--- src/hw/rtl/sitda_pkg.sv ---
// Package: types, constants and helpers for the signed integer to decimal ASCII converter.
`timescale 1ns / 1ps

package sitda_pkg;

	localparam int VALUE_W    = 32;
	localparam int NUM_DIGITS = 10;
	localparam int BCD_W      = 4 * NUM_DIGITS;
	localparam int CNT_W      = $clog2(VALUE_W);

	localparam logic [7:0] CHAR_ZERO  = 8'd48;
	localparam logic [7:0] CHAR_MINUS = 8'd45;

	typedef enum logic [2:0] {
		ST_IDLE,
		ST_CONV,
		ST_SIGN,
		ST_SKIP,
		ST_EMIT
	} state_t;

	// add 3 to every BCD digit of 5 or more, ahead of the left shift
	function automatic logic [BCD_W-1:0] bcd_adjust(input logic [BCD_W-1:0] bcd);
		logic [BCD_W-1:0] res;
		res = bcd;
		for (int i = 0; i < NUM_DIGITS; i++) begin
			if (bcd[4*i +: 4] >= 4'd5) begin
				res[4*i +: 4] = bcd[4*i +: 4] + 4'd3;
			end
		end
		return res;
	endfunction

endpackage

--- src/hw/rtl/signed_int_to_decimal_ascii.sv ---
// Top level: signed 32-bit integer to decimal ASCII character stream.
`timescale 1ns / 1ps

// Converts one signed 32-bit value per transfer into its decimal text, most
// significant character first, a leading '-' for negative values, no leading
// zeros, and last set on the final character. One value is worked on at a time:
// a transfer is taken only when the converter is idle. The magnitude goes
// through a bit-serial shift-and-add-3 binary to BCD loop over all 32 bits, then
// leading zero digits are dropped at one per cycle and each character is sent
// through a one-entry output register, one per cycle when the sink is ready.
// An item goes through loading, the conversion loop, the '-' character when
// negative, the skipped leading zeros, the step out of the skip and then one
// character per digit, while the last character can still wait at the output
// as the next value is accepted.
module signed_int_to_decimal_ascii (
	input  logic                          clk,
	input  logic                          arst_n,
	input  logic                          in_valid,
	output logic                          in_ready,
	input  logic [sitda_pkg::VALUE_W-1:0] value,
	output logic                          out_valid,
	input  logic                          out_ready,
	output logic [7:0]                    character,
	output logic                          last
);
	import sitda_pkg::*;

	state_t                 state_q, state_d;
	logic [CNT_W-1:0]       cnt_q, cnt_d;
	logic [VALUE_W-1:0]     mag_q, mag_d;
	logic [BCD_W-1:0]       bcd_q, bcd_d;
	logic                   neg_q, neg_d;
	logic                   ovalid_q, ovalid_d;
	logic [7:0]             char_q, char_d;
	logic                   last_q, last_d;
	logic                   can_load;
	logic [BCD_W-1:0]       bcd_adj;
	logic [3:0]             top_digit;

	assign can_load  = !ovalid_q || out_ready;
	assign bcd_adj   = bcd_adjust(bcd_q);
	assign top_digit = bcd_q[BCD_W-1 -: 4];

	assign in_ready  = (state_q == ST_IDLE);
	assign out_valid = ovalid_q;
	assign character = char_q;
	assign last      = last_q;

	always_ff @(posedge clk or negedge arst_n) begin
		if (!arst_n) begin
			state_q  <= ST_IDLE;
			cnt_q    <= '0;
			neg_q    <= 1'b0;
			ovalid_q <= 1'b0;
		end else begin
			state_q  <= state_d;
			cnt_q    <= cnt_d;
			neg_q    <= neg_d;
			ovalid_q <= ovalid_d;
		end
	end

	always_ff @(posedge clk) begin
		mag_q  <= mag_d;
		bcd_q  <= bcd_d;
		char_q <= char_d;
		last_q <= last_d;
	end

	always_comb begin
		state_d  = state_q;
		cnt_d    = cnt_q;
		mag_d    = mag_q;
		bcd_d    = bcd_q;
		neg_d    = neg_q;
		char_d   = char_q;
		last_d   = last_q;
		ovalid_d = ovalid_q && !out_ready;
		case (state_q)
			ST_IDLE: begin
				if (in_valid) begin
					neg_d   = value[VALUE_W-1];
					mag_d   = value[VALUE_W-1] ? (~value + VALUE_W'(1)) : value;
					bcd_d   = '0;
					cnt_d   = '0;
					state_d = ST_CONV;
				end
			end
			ST_CONV: begin
				{bcd_d, mag_d} = {bcd_adj[BCD_W-2:0], mag_q, 1'b0};
				if (cnt_q == CNT_W'(VALUE_W - 1)) begin
					cnt_d   = CNT_W'(NUM_DIGITS - 1);
					state_d = neg_q ? ST_SIGN : ST_SKIP;
				end else begin
					cnt_d = cnt_q + CNT_W'(1);
				end
			end
			ST_SIGN: begin
				if (can_load) begin
					char_d   = CHAR_MINUS;
					last_d   = 1'b0;
					ovalid_d = 1'b1;
					state_d  = ST_SKIP;
				end
			end
			ST_SKIP: begin
				if (top_digit == 4'd0 && cnt_q != '0) begin
					bcd_d = {bcd_q[BCD_W-5:0], 4'd0};
					cnt_d = cnt_q - CNT_W'(1);
				end else begin
					state_d = ST_EMIT;
				end
			end
			ST_EMIT: begin
				if (can_load) begin
					char_d   = CHAR_ZERO + {4'd0, top_digit};
					last_d   = (cnt_q == '0);
					ovalid_d = 1'b1;
					bcd_d    = {bcd_q[BCD_W-5:0], 4'd0};
					if (cnt_q == '0) begin
						state_d = ST_IDLE;
					end else begin
						cnt_d = cnt_q - CNT_W'(1);
					end
				end
			end
			default: begin
				state_d = ST_IDLE;
			end
		endcase
	end

`ifndef SYNTHESIS
	a_digit_valid: assert property (@(posedge clk) disable iff (!arst_n)
		state_q == ST_EMIT |-> top_digit <= 4'd9)
		else $error("non-decimal digit at emit");

	a_sign_only_neg: assert property (@(posedge clk) disable iff (!arst_n)
		state_q == ST_SIGN |-> neg_q)
		else $error("sign state on non-negative value");

	a_cnt_range: assert property (@(posedge clk) disable iff (!arst_n)
		(state_q == ST_SKIP || state_q == ST_EMIT) |-> cnt_q <= CNT_W'(NUM_DIGITS - 1))
		else $error("digit count out of range");

	a_minus_not_last: assert property (@(posedge clk) disable iff (!arst_n)
		ovalid_q && char_q == CHAR_MINUS |-> !last_q)
		else $error("minus sign flagged as last");
`endif

endmodule
--- config.mk ---
export PLATFORM = sky130hd
export DESIGN_NAME = signed_int_to_decimal_ascii
export DESIGN_NICKNAME = d
export VERILOG_FILES = /design/src/hw/rtl/sitda_pkg.sv /design/src/hw/rtl/signed_int_to_decimal_ascii.sv
export SDC_FILE = /design/constraint.sdc
export NUM_CORES = 1
export LEC_CHECK = 0
export BUFFER_PORTS_ARGS = -buffer_cell sky130_fd_sc_hd__buf_2
export CAP_MARGIN = 20
export CELL_PAD_IN_SITES_DETAIL_PLACEMENT = 0
export CELL_PAD_IN_SITES_GLOBAL_PLACEMENT = 1
export CORE_MARGIN = 2
export CORE_UTILIZATION = 51
export CTS_CLUSTER_DIAMETER = 150
export DETAILED_ROUTE_END_ITERATION = 12
export GPL_ROUTABILITY_DRIVEN = 1
export GPL_TIMING_DRIVEN = 0
export PLACE_DENSITY_LB_ADDON = 0.12
export SYNTH_ARGS = -nofsm -noshare
export SYNTH_HDL_FRONTEND = slang
export SYNTH_SLANG_ARGS = --single-unit
--- constraint.sdc ---
create_clock -name clk -period 11.79 [get_ports clk]
set_clock_uncertainty 0.2 [all_clocks]
set_input_delay 0.5895 -clock clk [delete_from_list [all_inputs] [get_ports clk]]
set_output_delay 0.5895 -clock clk [all_outputs]
set_load 0.02 [all_outputs]
==> flow_metrics.py <==
metrics = {
    "cells_and_area": {
        "multi_input_area_mm2": 0.00274,
        "num_antenna_cells": 0,
        "n_fill_cell": 962,
        "layout.cells.non_filler": 760,
        "register_area_mm2": 0.00259,
        "final_area_mm2": 0.00623,
        "syn_to_final_growth_pct": 12.0,
        "fin_util": 0.580,
        "drive_gt1_frac": 0.127,
        "nets": 676,
    },
    "worst_hold_path": {
        "hold_path_startpoint": "neg_q$_DFFE_PN0P_",
        "whs_path_depth": 1,
        "holdCritPathClass": "flop to flop",
        "min_to": "neg_q$_DFFE_PN0P_",
    },
    "synthesis": {
        "async_flop_share": 0.114,
        "synthAdderAreaFrac": 0.0562,
        "ys_seq_area_frac": 0.466,
        "syn_avg_cell_area_um2": 9.99,
        "synthXorXnorAreaFrac": 0.0724,
        "synth-simple-area-share": 0.148,
        "synth_mux_area_frac": 0.00944,
        "synth_commonest_cells": "edfxtp_1 (78), nand2_1 (72), a21oi_1 (37)",
        "synthTopCellsByArea": "edfxtp_1 (42%), ha_1 (5.6%), xor2_1 (5.5%)",
        "synth_top_family_by_area": "compound AO/OA/AOI/OAI gates",
        "yosysTopAreaCellShare": 0.421,
        "synth_area_leader_cell": "edfxtp_1",
        "synth-compound-area-share": 0.201,
        "ys_ff_latch": 88,
        "yosys_warnings": 0,
        "yosysMostFrequentCell": "edfxtp_1",
        "synth_cell_type_count": 56,
        "synth-edff-count": 78,
        "mappedNetlistArea_mm2": 0.00556,
        "synth_flop_cell": "edfxtp_1",
        "syn_inst": 557,
    },
    "setup_path": {
        "worstReg2RegEnd": "mag_q[17]$_DFFE_PP_",
        "start_kind": "flop",
        "reg2reg_setup_slack_ps": 8700,
        "crit_arrival_ps": 3010,
        "cp-end-kind": "flop",
        "cp_max_fo": 19,
        "r2r_start": "state_q[2]$_DFFE_PN0P_",
        "reg2reg_depth": 6,
        "crit_type": "flop to flop",
        "required_ps": 11710,
    },
    "clocking": {
        "clock_path_buffers": 2,
        "htreeDepth": 3,
        "root_buffer": "clkbuf_8",
        "path_clk_slew_ps": 80,
        "clock_latency_ps": 360,
        "ctsHoldBuffers": 1,
        "ctsResizeCount": 0,
        "clkSinkCount": 88,
        "postCtsSetupBuffers": 0,
        "numCtsBuffers": 9,
        "cts_tree": "done",
    },
    "floorplan": {
        "initial_core_util": 0.518,
        "io_pins": 47,
        "core-area_mm2": 0.0107,
        "dieHeight_um": 108,
        "die-area_mm2": 0.0118,
        "rows": 38,
        "die_x_um": 108,
    },
    "place": {
        "dp_hpwl_um": 8610,
        "place_ws_ps": 8660,
        "port_buffers": 43,
        "place_congestion": 0.807,
        "dp_cells": 743,
        "place_area_mm2": 0.00602,
    },
    "global_routing": {
        "grt_max_degree": 29,
        "grt_pass1_wl_um": 19700,
        "grt_overflow": 0,
        "antenna_found_initial": 0,
        "grt_usage": 0.215,
        "grt_pass1_vias": 4109,
    },
    "timing": {
        "finalSetupTns_ps": 0,
        "slew_headroom": 0.464,
        "rsz0062_at_grt": "false",
        "finalHoldViolCount": 0,
        "period_share": 0.262,
        "layout_setup_ws_ps": 8700,
        "achievable-frequency_mhz": 323,
        "worst_pin_slew_ps": 804,
        "period_needed_ps": 3090,
        "setup_viol": 0,
        "slew_viol_final": 0,
    },
    "route": {
        "remaining_drc_errors": 0,
        "wl_per_cell_um": 15.6,
        "drt_iter0_markers": 188,
        "ant_nets": 0,
        "viasPerCell": 5.60,
        "drt_first_pass_iters": 5,
        "vias": 4257,
        "wl_um": 11900,
    },
    "pwr": {
        "peakVddDrop_mv": 0.0973,
        "leakage_nw": 2.36,
        "cellPowerDensity_mw_per_mm2": 285,
    },
    "flow_run": {
        "maxCapViolations": 0,
    },
    "run_status": {
        "outcome": "finished, final reports clean",
    },
}
[critical path, cell delays in order (launching register included)]
cell      delay (ps)
dfrtp_1          370
clkbuf_1         330
or3b_1           210
clkbuf_1         390
clkbuf_1         470
nand2_1          540
buf_16           330
[cell usage in the layout (no fill, tap or decap), types with 3 or more instances in the layout]
master and count:
inv_1 31, nor3_1 3, ha_1 25, a21oi_1 36
nand2_1 72, o31ai_1 17, nor3b_1 12, xor2_1 35
o31ai_4 4, buf_2 43, a22o_1 10, nor2b_1 4
o41ai_1 3, or3_1 6, or4_1 4, buf_1 3
dfrtp_1 10, o21ai_0 36, buf_4 3, nor2_1 29
and2_1 3, edfxtp_1 78, clkbuf_1 24, clkbuf_8 9
o41ai_2 6, nand2b_1 15, conb_1 3, mux2i_1 3
o32ai_1 3, xnor2_1 11, o21ai_1 32
[per-layer routing]
layer,GRT usage,up-vias,routed length [um]
li1,-,2129,-
met1,0.284,2024,5470
met2,0.367,93,5790
met3,0.0259,11,460
met4,0.0733,0,165
met5,0,-,0
[final cells by class]
class	count	share of cell area
Multi-Input combinational cell	410	0.439
Clock inverter	4	0.0110
Tap cell	140	0.0281
Sequential cell	88	0.416
Inverter	31	0.0187
Buffer	29	0.0217
Clock buffer	12	0.0217
Timing Repair Buffer	46	0.0438
[stage by stage]
step | power [mW] | hold slack [ps]
detailed placement | 1.57 | 272
global placement | 1.51 | 274
global route | 1.94 | 338
finish | 1.78 | 322
floorplan | 1.30 | 93.9
CTS | 1.79 | 321
[worst max-delay path by stage]
| stage | slack, ps | from | endpoint | cells after the start |
|---|---|---|---|---|
| after floorplan | 8080 | cnt_q[0]$_DFFE_PN0P_ | bcd_q[0]$_DFFE_PP_ | 5 |
| after global placement | 6870 | cnt_q[0]$_DFFE_PN0P_ | bcd_q[20]$_DFFE_PP_ | 5 |
| after detailed placement | 8660 | state_q[2]$_DFFE_PN0P_ | mag_q[23]$_DFFE_PP_ | 6 |
| after CTS | 8670 | state_q[2]$_DFFE_PN0P_ | mag_q[17]$_DFFE_PP_ | 6 |
| after global routing | 8400 | state_q[2]$_DFFE_PN0P_ | mag_q[24]$_DFFE_PP_ | 6 |
| final | 8700 | state_q[2]$_DFFE_PN0P_ | mag_q[17]$_DFFE_PP_ | 6 |
[state kept, by name, indices dropped and copies added, names as in the netlist]
register / flops
bcd_q: 40
character: 5
cnt_q: 5
last: 1
mag_q: 32
neg_q: 1
out_valid: 1
state_q: 3
[cell families after synthesis]
kind of cell	Yosys count
buffers and inverters	60
AOI/OAI and AO/OA	165
DFF	88
adders and majority gates	25
xor gates and xnor gates	46
and+or+nand+nor	166
muxes	5
other	2
[power by group]
group,total (mW),switching [mW],leakage [nW],internal [mW]
Combinational,0.847,0.532,1.36,0.315
Clock,0.223,0.104,0.102,0.119
Sequential,0.708,0.109,0.895,0.598
Total,1.78,0.745,2.36,1.03
No activity file was read; power rests on OpenSTA's default activity.
